File: src/rtl/saffd_pkg.sv
// ----------------------------------------------------------------------------
// saffd_pkg
// Shared types and constants for the six-axis force frame decoder.
// ----------------------------------------------------------------------------
package saffd_pkg;

    // Frame layout
    localparam int CHANNELS     = 6;
    localparam int RAW_W        = 12;
    localparam int STORE_DEPTH  = 10;
    localparam int POS_W        = 4;
    localparam int CH_W         = 3;

    localparam logic [POS_W-1:0] POS_HUNT = 4'd0;
    localparam logic [POS_W-1:0] POS_LAST = 4'd11;

    localparam logic [7:0] CR_BYTE = 8'h0D;
    localparam logic [7:0] LF_BYTE = 8'h0A;

    // Configuration registers
    localparam int HEADER_W = 8;
    localparam int GAIN_W   = 20;
    localparam int CFG_W    = 20;

    localparam logic [HEADER_W-1:0] HEADER_RESET = 8'h49;
    localparam logic [GAIN_W-1:0]   GAIN_RESET   = 20'd642908;

    typedef enum logic {
        REG_FRAME_HEADER = 1'b0,
        REG_GAIN         = 1'b1
    } t_cfg_reg;

    // Result widths
    localparam int FORCE_W  = 26;
    localparam int TORQUE_W = 21;
    localparam int PROD_W   = RAW_W + GAIN_W;   // |raw| * gain

    // floor(q / 5) = (q * DIV5_RECIP) >> DIV5_SHIFT, exact for q < 2**22
    localparam int              DIV5_SHIFT = 22;
    localparam logic [19:0]     DIV5_RECIP = 20'd838861;

    // Queue between front and back
    localparam int QUEUE_DEPTH_DEF = 2;

    // One decoded frame: trailer status and the six raw channels
    typedef struct packed {
        logic                             status;
        logic [CHANNELS-1:0][RAW_W-1:0]   raw;
    } t_frame;

endpackage

File: src/rtl/saffd_front.sv
// ----------------------------------------------------------------------------
// saffd_front
// Hunts for the header byte, collects the frame and unpacks the channels.
// ----------------------------------------------------------------------------
module saffd_front
    import saffd_pkg::*;
(
    input  logic                i_clk,
    input  logic                i_rst_n,
    input  logic                i_valid,
    input  logic [7:0]          i_rx_byte,
    output logic                o_stall,
    input  logic [HEADER_W-1:0] i_frame_header,
    output logic                o_push,
    output t_frame              o_push_data,
    input  logic                i_full
);

    logic [POS_W-1:0] r_pos;
    logic [POS_W-1:0] n_pos;
    logic [7:0]       r_bytes [STORE_DEPTH];
    logic             accept;
    logic             good;

    // Only the closing byte needs room in the queue
    assign o_stall = (r_pos == POS_LAST) && i_full;
    assign accept  = i_valid && !o_stall;

    // Position sequencing
    always_comb begin
        n_pos  = r_pos;
        o_push = 1'b0;
        if (accept) begin
            if (r_pos == POS_HUNT) begin
                if (i_rx_byte == i_frame_header) begin
                    n_pos = 4'd1;
                end
            end else if (r_pos < POS_LAST) begin
                n_pos = r_pos + 4'd1;
            end else begin
                n_pos  = POS_HUNT;
                o_push = 1'b1;
            end
        end
    end

    always_ff @(posedge i_clk) begin
        if (!i_rst_n) begin
            r_pos <= POS_HUNT;
        end else begin
            r_pos <= n_pos;
        end
    end

    // Frame byte store, bytes 1..10
    always_ff @(posedge i_clk) begin
        if (accept && r_pos != POS_HUNT && r_pos < POS_LAST) begin
            r_bytes[r_pos - 4'd1] <= i_rx_byte;
        end
    end

    // Trailer check and channel unpacking; bad frames carry zero channels
    assign good = (r_bytes[9] == CR_BYTE) && (i_rx_byte == LF_BYTE);

    always_comb begin
        o_push_data.status = !good;
        for (int p = 0; p < CHANNELS / 2; p++) begin
            o_push_data.raw[2*p]   = {r_bytes[3*p], r_bytes[3*p+1][7:4]};
            o_push_data.raw[2*p+1] = {r_bytes[3*p+1][3:0], r_bytes[3*p+2]};
        end
        if (!good) begin
            o_push_data.raw = '0;
        end
    end

endmodule

File: src/rtl/saffd_queue.sv
// ----------------------------------------------------------------------------
// saffd_queue
// Small frame queue decoupling the byte front from the scaling back end.
// ----------------------------------------------------------------------------
module saffd_queue
    import saffd_pkg::*;
#(
    parameter int DEPTH = QUEUE_DEPTH_DEF
)
(
    input  logic    i_clk,
    input  logic    i_rst_n,
    input  logic    i_push,
    input  t_frame  i_push_data,
    output logic    o_full,
    output logic    o_not_empty,
    input  logic    i_pop,
    output t_frame  o_pop_data
);

    localparam int PTR_W = $clog2(DEPTH);
    localparam int CNT_W = $clog2(DEPTH + 1);

    t_frame           r_mem [DEPTH];
    logic [PTR_W-1:0] r_wr_ptr;
    logic [PTR_W-1:0] r_rd_ptr;
    logic [CNT_W-1:0] r_count;

    function automatic logic [PTR_W-1:0] ptr_inc(input logic [PTR_W-1:0] ptr);
        if (ptr == PTR_W'(DEPTH - 1)) begin
            return '0;
        end
        return ptr + PTR_W'(1);
    endfunction

    assign o_full      = (r_count == CNT_W'(DEPTH));
    assign o_not_empty = (r_count != '0);
    assign o_pop_data  = r_mem[r_rd_ptr];

    // Pointers and fill level
    always_ff @(posedge i_clk) begin
        if (!i_rst_n) begin
            r_wr_ptr <= '0;
            r_rd_ptr <= '0;
            r_count  <= '0;
        end else begin
            if (i_push) begin
                r_wr_ptr <= ptr_inc(r_wr_ptr);
            end
            if (i_pop) begin
                r_rd_ptr <= ptr_inc(r_rd_ptr);
            end
            if (i_push && !i_pop) begin
                r_count <= r_count + CNT_W'(1);
            end else if (!i_push && i_pop) begin
                r_count <= r_count - CNT_W'(1);
            end
        end
    end

    // Storage
    always_ff @(posedge i_clk) begin
        if (i_push) begin
            r_mem[r_wr_ptr] <= i_push_data;
        end
    end

endmodule

File: src/rtl/saffd_back.sv
// ----------------------------------------------------------------------------
// saffd_back
// Scales the six channels of a frame through one shared three-stage
// multiply pipeline and holds the finished result for the receiver.
// ----------------------------------------------------------------------------
module saffd_back
    import saffd_pkg::*;
(
    input  logic                       i_clk,
    input  logic                       i_rst_n,
    input  logic                       i_not_empty,
    output logic                       o_pop,
    input  t_frame                     i_frame,
    input  logic [GAIN_W-1:0]          i_gain,
    output logic                       o_valid,
    input  logic                       i_stall,
    output logic                       o_status,
    output logic signed [FORCE_W-1:0]  o_force_x,
    output logic signed [FORCE_W-1:0]  o_force_y,
    output logic signed [FORCE_W-1:0]  o_force_z,
    output logic signed [TORQUE_W-1:0] o_torque_x,
    output logic signed [TORQUE_W-1:0] o_torque_y,
    output logic signed [TORQUE_W-1:0] o_torque_z
);

    localparam int Q_W    = PROD_W - 9;
    localparam int DPROD_W = Q_W + 20;

    // Control
    logic            r_busy;
    logic            r_issue;
    logic [CH_W-1:0] r_cnt;
    logic            r_a_v;
    logic            r_b_v;
    logic            r_valid;

    // Datapath
    t_frame                     r_frame;
    logic [CH_W-1:0]            r_a_ch;
    logic                       r_a_neg;
    logic [PROD_W-1:0]          r_a_p;
    logic [CH_W-1:0]            r_b_ch;
    logic                       r_b_neg;
    logic [FORCE_W-1:0]         r_b_force;
    logic [DPROD_W-1:0]         r_b_tprod;
    logic                       r_status;
    logic [FORCE_W-1:0]         r_force  [3];
    logic [TORQUE_W-1:0]        r_torque [3];

    logic [RAW_W-1:0]   raw;
    logic               neg;
    logic [RAW_W-1:0]   mag;
    logic [PROD_W+2:0]  times5;
    logic [FORCE_W-1:0] force_mag;
    logic [TORQUE_W-1:0] torque_mag;
    logic               out_take;
    logic               last_done;

    assign out_take  = r_valid && !i_stall;
    assign o_pop     = i_not_empty && !r_busy && !r_valid;
    assign last_done = r_b_v && (r_b_ch == CH_W'(CHANNELS - 1));

    // Issue stage: magnitude of the selected channel
    assign raw = r_frame.raw[r_cnt];
    assign neg = raw[RAW_W-1];
    assign mag = neg ? (~raw + RAW_W'(1)) : raw;

    // Force: p * 5 / 512
    assign times5    = {3'b000, r_a_p} + {1'b0, r_a_p, 2'b00};
    assign force_mag = times5[PROD_W+2:9];

    // Torque: (p / 512) / 5 through the reciprocal product
    assign torque_mag = r_b_tprod[DPROD_W-1:DIV5_SHIFT];

    // Control state
    always_ff @(posedge i_clk) begin
        if (!i_rst_n) begin
            r_busy  <= 1'b0;
            r_issue <= 1'b0;
            r_cnt   <= '0;
            r_a_v   <= 1'b0;
            r_b_v   <= 1'b0;
            r_valid <= 1'b0;
        end else begin
            if (o_pop) begin
                r_busy  <= 1'b1;
                r_issue <= 1'b1;
                r_cnt   <= '0;
            end else if (r_issue) begin
                if (r_cnt == CH_W'(CHANNELS - 1)) begin
                    r_issue <= 1'b0;
                end
                r_cnt <= r_cnt + CH_W'(1);
            end
            r_a_v <= r_issue;
            r_b_v <= r_a_v;
            if (last_done) begin
                r_busy  <= 1'b0;
                r_valid <= 1'b1;
            end else if (out_take) begin
                r_valid <= 1'b0;
            end
        end
    end

    // Pipeline datapath
    always_ff @(posedge i_clk) begin
        if (o_pop) begin
            r_frame <= i_frame;
        end
        // stage A: magnitude times gain
        r_a_ch  <= r_cnt;
        r_a_neg <= neg;
        r_a_p   <= PROD_W'(mag) * PROD_W'(i_gain);
        // stage B: force scale and torque reciprocal product
        r_b_ch    <= r_a_ch;
        r_b_neg   <= r_a_neg;
        r_b_force <= force_mag;
        r_b_tprod <= DPROD_W'(r_a_p[PROD_W-1:9]) * DPROD_W'(DIV5_RECIP);
        // stage C: sign restore into the result register
        if (r_b_v) begin
            if (r_b_ch < CH_W'(3)) begin
                r_force[r_b_ch[1:0]] <= r_b_neg ? (~r_b_force + FORCE_W'(1)) : r_b_force;
            end else begin
                r_torque[2'(r_b_ch - CH_W'(3))] <=
                    r_b_neg ? (~torque_mag + TORQUE_W'(1)) : torque_mag;
            end
        end
        if (last_done) begin
            r_status <= r_frame.status;
        end
    end

    assign o_valid    = r_valid;
    assign o_status   = r_status;
    assign o_force_x  = r_force[0];
    assign o_force_y  = r_force[1];
    assign o_force_z  = r_force[2];
    assign o_torque_x = r_torque[0];
    assign o_torque_y = r_torque[1];
    assign o_torque_z = r_torque[2];

endmodule

File: src/rtl/six_axis_force_frame_decoder.sv
// ----------------------------------------------------------------------------
// six_axis_force_frame_decoder
// Byte-stream frame decoder for a six-axis force/torque sensor.
// ----------------------------------------------------------------------------
// Input channel: one serial byte per transaction (i_valid / o_stall). Bytes
// are ignored until one equals the frame header; the next eleven bytes form
// the frame. The twelfth byte produces exactly one output transaction.
// Output channel (o_valid / i_stall): o_status 0 with six scaled channels
// for a CR LF trailer, o_status 1 with zero channels otherwise.
// Throughput: one byte per cycle while o_stall is low. A frame is at least
// twelve bytes. The back end issues the six channels one after another
// through its single shared multiply pipeline, drains it, presents the
// result and waits for it to be taken before the next frame leaves the queue.
// A stalled result holds in the output register; completed frames wait in a
// small queue and the input stalls only on a closing byte while that queue
// is full. Reset returns the decoder to header hunting, empties the queue,
// drops any pending result and restores header 0x49 and the default gain.
// Configuration writes are taken at any time the write enable is high.
// ----------------------------------------------------------------------------
module six_axis_force_frame_decoder
    import saffd_pkg::*;
#(
    parameter int QUEUE_DEPTH = QUEUE_DEPTH_DEF
)
(
    input  logic                       i_clk,
    input  logic                       i_rst_n,
    input  logic                       i_valid,
    output logic                       o_stall,
    input  logic [7:0]                 i_rx_byte,
    input  logic                       i_cfg_we,
    input  logic                       i_cfg_idx,
    input  logic [CFG_W-1:0]           i_cfg_data,
    output logic                       o_valid,
    input  logic                       i_stall,
    output logic                       o_status,
    output logic signed [FORCE_W-1:0]  o_force_x,
    output logic signed [FORCE_W-1:0]  o_force_y,
    output logic signed [FORCE_W-1:0]  o_force_z,
    output logic signed [TORQUE_W-1:0] o_torque_x,
    output logic signed [TORQUE_W-1:0] o_torque_y,
    output logic signed [TORQUE_W-1:0] o_torque_z
);

    logic [HEADER_W-1:0] r_frame_header;
    logic [GAIN_W-1:0]   r_gain;

    logic   push;
    t_frame push_data;
    logic   full;
    logic   not_empty;
    logic   pop;
    t_frame pop_data;

    // Configuration registers
    always_ff @(posedge i_clk) begin
        if (!i_rst_n) begin
            r_frame_header <= HEADER_RESET;
            r_gain         <= GAIN_RESET;
        end else if (i_cfg_we) begin
            unique case (t_cfg_reg'(i_cfg_idx))
                REG_FRAME_HEADER: r_frame_header <= i_cfg_data[HEADER_W-1:0];
                REG_GAIN:         r_gain         <= i_cfg_data[GAIN_W-1:0];
                default:          r_gain         <= r_gain;
            endcase
        end
    end

    saffd_front u_front (
        .i_clk          (i_clk),
        .i_rst_n        (i_rst_n),
        .i_valid        (i_valid),
        .i_rx_byte      (i_rx_byte),
        .o_stall        (o_stall),
        .i_frame_header (r_frame_header),
        .o_push         (push),
        .o_push_data    (push_data),
        .i_full         (full)
    );

    saffd_queue #(
        .DEPTH (QUEUE_DEPTH)
    ) u_queue (
        .i_clk       (i_clk),
        .i_rst_n     (i_rst_n),
        .i_push      (push),
        .i_push_data (push_data),
        .o_full      (full),
        .o_not_empty (not_empty),
        .i_pop       (pop),
        .o_pop_data  (pop_data)
    );

    saffd_back u_back (
        .i_clk       (i_clk),
        .i_rst_n     (i_rst_n),
        .i_not_empty (not_empty),
        .o_pop       (pop),
        .i_frame     (pop_data),
        .i_gain      (r_gain),
        .o_valid     (o_valid),
        .i_stall     (i_stall),
        .o_status    (o_status),
        .o_force_x   (o_force_x),
        .o_force_y   (o_force_y),
        .o_force_z   (o_force_z),
        .o_torque_x  (o_torque_x),
        .o_torque_y  (o_torque_y),
        .o_torque_z  (o_torque_z)
    );

endmodule

File: config.mk
export PLATFORM = sky130hd
export DESIGN_NAME = six_axis_force_frame_decoder
export DESIGN_NICKNAME = d
export VERILOG_FILES = /design/src/rtl/saffd_pkg.sv /design/src/rtl/saffd_front.sv /design/src/rtl/saffd_queue.sv /design/src/rtl/saffd_back.sv /design/src/rtl/six_axis_force_frame_decoder.sv
export SDC_FILE = /design/constraint.sdc
export NUM_CORES = 2
export LEC_CHECK = 0
export ABC_AREA = 1
export ABC_CLOCK_PERIOD_IN_PS = 19400
export BUFFER_PORTS_ARGS = -buffer_cell sky130_fd_sc_hd__buf_4
export CORE_MARGIN = 4
export CORE_UTILIZATION = 58
export CTS_CLUSTER_DIAMETER = 150
export DETAILED_ROUTE_END_ITERATION = 12
export PLACE_DENSITY = 0.76
export SETUP_SLACK_MARGIN = 0.02
export SYNTH_ARGS = -nofsm -noshare
export SYNTH_HDL_FRONTEND = slang
export SYNTH_SLANG_ARGS = --single-unit
File: constraint.sdc
create_clock -name i_clk -period 19.4 [get_ports i_clk]
set_input_delay 3.88 -clock i_clk [delete_from_list [all_inputs] [get_ports i_clk]]
set_output_delay 3.88 -clock i_clk [all_outputs]
set_load 0.1 [all_outputs]
======== Word-level counts from Yosys, hierarchy flattened ========
Memory sizes are Yosys's and may differ from the RTL's. A register that Yosys moved wholly into a read port is not among the register bits.
Index checks and enable logic that the tools add are counted.
storage, ports and cells
  register bits after elaboration ......... 154
  bits in latches ......................... 0
  memory bits (writable) .................. 367
  bits in read-only memories .............. 0
  input port bits ......................... 34
  output and inout bits ................... 144
  logic and storage cells ................. 121
  memories ................................ 4
operators by class
  add/subtract/negate cells ............... 12
  $mul .................................... 2
  divide/modulo/power cells ............... 0
  magnitude comparators ................... 3
  eq/ne operators ......................... 8
  shift operators ......................... 0
  mux-type cells .......................... 39
  bitwise gates (word level) .............. 5
  reduce and logical (&&, ||, !) cells .... 28
memory list
  name             words  bits a word  rd ports  clocked after memory_dff  write ports  line               RTL
  u_queue.r_mem    2      73           1         1                         1            saffd_queue.sv:24  t_frame r_mem [DEPTH];
  u_front.r_bytes  10     8            10        0                         1            saffd_front.sv:21  logic [7:0] r_bytes [STORE_DEPTH];
  u_back.r_force   3      26           3         0                         1            saffd_back.sv:47   logic [FORCE_W-1:0] r_force [3];
  u_back.r_torque  3      21           3         0                         1            saffd_back.sv:48   logic [TORQUE_W-1:0] r_torque [3];
operators by type and width
  cell                                                  number
  2-to-1 mux 72 bit                                     1
  multiplier 23 x 20 -> 43 bit (second input constant)  1
  binary-select mux 12 bit (select 3 bit)               1
  adder 32 x 34 -> 35 bit                               1
  multiplier 12 x 20 -> 32 bit                          1
  2-to-1 mux 1 bit                                      28
  adder 26 x 1 -> 26 bit (second input constant)        1
  2-to-1 mux 26 bit                                     1
  NOT 26 bit                                            1
  2-to-1 mux 12 bit                                     2
  adder 21 x 1 -> 21 bit (second input constant)        1
  2-to-1 mux 21 bit                                     1
  NOT 21 bit                                            1
  == test 8 x 4 -> 1 bit (second input constant)        2
  adder 12 x 1 -> 12 bit (second input constant)        1
  2-to-1 mux 4 bit                                      3
  NOT 12 bit                                            1
  logical AND 1 bit                                     11
  == test 8 bit                                         1
  zero test 1 bit                                       7
  == test 3 bit (second input constant)                 2
  AND reduction 2 bit                                   3
  nonzero test 2 bit                                    3
  adder 4 x 1 -> 4 bit (second input constant)          1
  other kinds (17)                                      21

======== Longest topological paths before layout ========
  word-level depth ........................ 9
  depth in mapped cells ................... 37
  depth with buffers taken out ............ 36

======== By module ========
From an unflattened synthesis, not the netlist that was laid out.
unflattened totals
  cell total of the unflattened synthesis .. 3,852
  area, all modules ....................... 39,419.1 um^2
modules (own cells, without submodules)
  module                        instances  cells an instance  area an instance (um^2)  sequential area each (um^2)
  saffd_back                    1          3,117              28,912.7                 8,358.0
  saffd_queue                   1          262                5,848.1                  4,484.3
  saffd_front                   1          337                3,616.0                  2,482.4
  six_axis_force_frame_decoder  1          136                1,042.2                  560.5

======== Worst setup path before layout ========
OpenSTA, ideal clock, no wires.
  path kind ............................... input -> register
  from .................................... input port i_valid
  to ...................................... memory u_queue.r_mem[0][0] (netlist bit), enable pin
  library setup time ...................... 0.504 ns
  data arrival time ....................... 7.336 ns
  data required time ...................... 18.896 ns
  path slack .............................. 11.559 ns
  stages .................................. 6
  cells stage by stage .................... inv_1 > nor2_1 > inv_1 > nor2_1 > inv_1 > nor2_1
on the way
  word-level cells in the longest chain between the ends .. 4
RTL lines
  item                                    line                                RTL
  from (decl)                             six_axis_force_frame_decoder.sv:28  input logic i_valid,
  logical AND 1 bit                       saffd_front.sv:27                   assign accept = i_valid && !o_stall;
  2-to-1 mux 1 bit                        saffd_front.sv:33                   if (accept) begin
  net push                                six_axis_force_frame_decoder.sv:48  logic push;
  2-to-1 mux 1 bit                        saffd_queue.sv:63                   if (i_push) begin
  2-to-1 mux 1 bit (implied by the code)  saffd_queue.sv:64                   r_mem[r_wr_ptr] <= i_push_data;
  to (decl)                               saffd_queue.sv:24
The timed path passes the listed nets, and every way through them passes these cells.

======== Final worst setup path ========
  from .................................... register u_back.r_cnt[1]
  to ...................................... register u_back.r_a_p[27]
on the way
  word-level cells in the longest chain between the ends .. 6
RTL lines
  item                                         line               RTL
  from (decl)                                  saffd_back.sv:32   logic [CH_W-1:0] r_cnt;
  from (signal assigned)                       saffd_back.sv:93   r_cnt <= r_cnt + CH_W'(1);
  binary-select mux 12 bit (select 3 bit) (*)  saffd_back.sv:64   assign raw = r_frame.raw[r_cnt];
  2-to-1 mux 12 bit (implied by the code) (*)  saffd_back.sv:64
  NOT 12 bit                                   saffd_back.sv:66   assign mag = neg ? (~raw + RAW_W'(1)) : raw;
  adder 12 x 1 -> 12 bit                       saffd_back.sv:66
  2-to-1 mux 12 bit (*)                        saffd_back.sv:66
  multiplier 12 x 20 -> 32 bit (*)             saffd_back.sv:114  r_a_p <= PROD_W'(mag) * PROD_W'(i_gain);
  to (signal assigned)                         saffd_back.sv:114
  to (decl)                                    saffd_back.sv:41   logic [PROD_W-1:0] r_a_p;
Mark *: on every way between the ends. The rest lies on a longest branch, timed or not. The select of a mux whose other input is x is not followed.
A chain may end at the register's enable or synchronous reset.

==> out/summary.txt <==
=====================================================================================
Number of setup violations in the final report                                      0
Post-layout min period                                                        7.32 ns
Number of buffers inserted for hold repair after clock tree synthesis               0
Number of port buffers                                                            177
Net count reported at finish                                                     4853
Number of warnings reported in the yosys synthesis log                              0
Setup Crit Path Kind                                                     register to register
Portion of synthesized cell area occupied by the leading cell type              34.1%
Clock-pin slew of the registers on the worst-case setup and hold paths        0.07 ns
Count of final hold-check violations                                                0
Worst-case clock buffer depth                                                       3
Final Cycle Share                                                               37.7%
Clock sinks                                                                       572
Max-capacitance violation count                                                     0
Fraction of layout cells with a size suffix above 1                             9.05%
Crit path setup slack, layout                                                12.08 ns
Global-route wire length before repair                                      148000 um
Number of distinct library cells after synthesis                                   51
DR pass1 iterations                                                                 7
CTS Buf Count                                                                      58
Tightest Hold Check Type                                                 register to register
Antenna violations before repair                                                    0
Filler cell count in the final layout                                            5155
Top cells by area, synth                                                 edfxtp_1 (34%), fa_1 (18%), ha_1 (10%)
Total area of multi-input combinational cells                              19700 um^2
Pin count of the biggest net entering global routing                               76
Floorplan core area                                                        66100 um^2
Clock H-tree levels                                                                 2
Library cell appearing most often on the critical path                        nand2_1
Half-perimeter wire length after placement                                   69300 um
Post-CTS Resized                                                                    0
Site Rows                                                                          94
Most common library cells after synthesis                                nand2_1 (787), inv_1 (774), edfxtp_1 (441), nor2_1 (357), fa_1 (346)
Share of the yosys chip area belonging to registers                             40.8%
Number of flops mapped to enable cells by yosys                                   441
CP Capture Type                                                              register
Global routing usage summed across all routing layers                           26.2%
Total wirelength of the detailed-routed design                               91700 um
CTS tree                                                                        built
Area taken by flip-flops and latches                                       15900 um^2
Outcome                                                                  finished clean
Number of vias in the routed layout                                             27.2k
Ys flop type                                                                 edfxtp_1
Area of the die                                                            71200 um^2
Final cell utilization of the core                                              65.4%
Maximum clock skew at final layout                                          0.0731 ns
Delay contributed by the slowest stage of the critical path                   0.61 ns
Final antenna-violating net count                                                   0
Biggest area consumer among synthesized cells                                edfxtp_1
Worst setup timing slack at the placement stage                              12.23 ns
Placer Congestion                                                               0.964
# Post-CTS Setup Buffers                                                            0
Cell with the most instances after synthesis                                  nand2_1
Clock insertion delay at the later pin of the skew report                     0.66 ns
Cell area after synthesis                                                  38900 um^2
Number of global-route vias before repair                                       27.8k
Number of remaining DRC errors                                                      0
Share of async-settable or async-resettable flops after synthesis                  0%
Seq cells post-synth                                                              572
Worst-margin pin slew                                                         1.16 ns
Post-Synthesis Net Count                                                         4673
Critical path required time                                                  19.89 ns
Cell at the root of the clock tree                                          clkbuf_16
Setup TNS                                                                        0 ns
Cell count after synthesis                                                       3967
Ratio of routed vias to standard cells                                           5.38
RSZ-0062 raised after global routing                                               no
CP startpoint kind                                                           register
Maximum fanout along the worst path                                                16
F_max                                                                         137 MHz
Wirelength per Cell                                                           18.1 um
Aggregate global routing overflow                                                   0
Die Ht                                                                         267 um
Critical Path Slowest Stage Cell                                              dfxtp_1
Post-Syn Area per Cell                                                      9.80 um^2
Count of final max-slew check failures                                              0
Relative slew slack                                                             21.7%
Violation count after the first detailed-routing iteration                       2051
Starting density of the core                                                    58.8%
Die Wd                                                                         267 um
Worst EP arrival                                                              7.81 ns
Signed area change from the synthesized netlist to the final layout             11.2%
R2r setup slk                                                                12.08 ns
IO Pins                                                                           178
=====================================================================================
## area by class of cell
class | instances | area share [%]
multi-input cells | 2533 | 45.7
flip-flops and latches | 572 | 36.7
inverters | 787 | 6.83
clock buffers | 70 | 3.58
repair buffers | 195 | 3.39
well taps | 864 | 2.50
clock inverters | 40 | 1.33
diodes | 1 | 0.00579
## metrics by stage
stage / area (um^2) / hold slack [ns] / cells
after global routing: 43200 / 0.331 / 5061
after global placement: 41100 / 0.315 / 4951
after CTS: 43200 / 0.328 / 5061
after floorplan: 38900 / 0.310 / 3967
after detailed placement: 41100 / 0.313 / 4951
final: 43200 / 0.327 / 5062
## registers in the layout, summed over array words and instances, names as in the netlist, 4 cells and up
register and count:
r_frame_header 8, u_back.r_force 78, u_back.r_frame 73, r_gain 20, u_back.r_a_p 32, u_back.r_b_force 26
u_queue.r_mem 146, u_back.r_torque 63, u_front.r_pos 4, u_back.r_b_tprod 21, u_front.r_bytes 80
## critical path, delay by kind of cell (launching register included)
family,cells,cell delay (ns)
buf+inv,6,0.87
xor+xnor,1,0.15
fa+ha+maj,7,2.98
compound gates,4,0.84
flops,1,0.61
simple gates,12,1.68
## metal layers
metal  wire length, um  up-vias  track usage, %  part of all wire [%]
met5                 0        -               0                     0
li1                  -    12900               -                     -
met1             37600    13100            35.1                    41
met4              2990        0            8.28                   3.3
met2             44400      976            44.3                    48
met3              6650      181            4.22                   7.3
## cell usage in the layout, fill, tap and decap left out, types with 10 or more instances in the layout
cell and n:
o21ai_0 111, o21a_1 13, nor3_2 10, ha_1 326, clkinv_1 11, buf_4 195, o211ai_1 17, nor2_2 33
nand2_2 15, dfxtp_1 130, a21o_1 10, nor2_1 353, xnor2_1 34, xor2_1 74, edfxtp_1 441, fa_1 346
inv_2 10, inv_1 773, clkbuf_16 59, nand2_1 787, a21oi_1 150, o21ai_1 16, bufinv_16 11, nand4_1 23
nor3_1 42, nand3_1 106
## logic make-up after synthesis
kind of cell	after synthesis	share of synthesized area [%]
buffers and inverters	862	8.57
adder cells (fa/ha/maj)	672	28.3
AND/OR/NAND/NOR	1406	14.9
flip-flops	572	40.8
AO/OA/AOI/OAI	347	4.94
XOR/XNOR	108	2.43
## final timing paths
kind,start,end,depth (start not counted)
setup / recovery,u_back.r_cnt[1]$_SDFFE_PP0P_,u_back.r_a_p[27]$_DFF_P_,30
hold reg to reg,u_back.r_a_ch[2]$_DFF_P_,u_back.r_b_ch[2]$_DFF_P_,0
hold / removal,u_back.r_a_ch[2]$_DFF_P_,u_back.r_b_ch[2]$_DFF_P_,0
setup reg to reg,u_back.r_cnt[1]$_SDFFE_PP0P_,u_back.r_a_p[27]$_DFF_P_,30
Power is left out: the tool's default activity adds up to more than one toggle a clock period on the data nets, which glitch-free logic cannot reach.
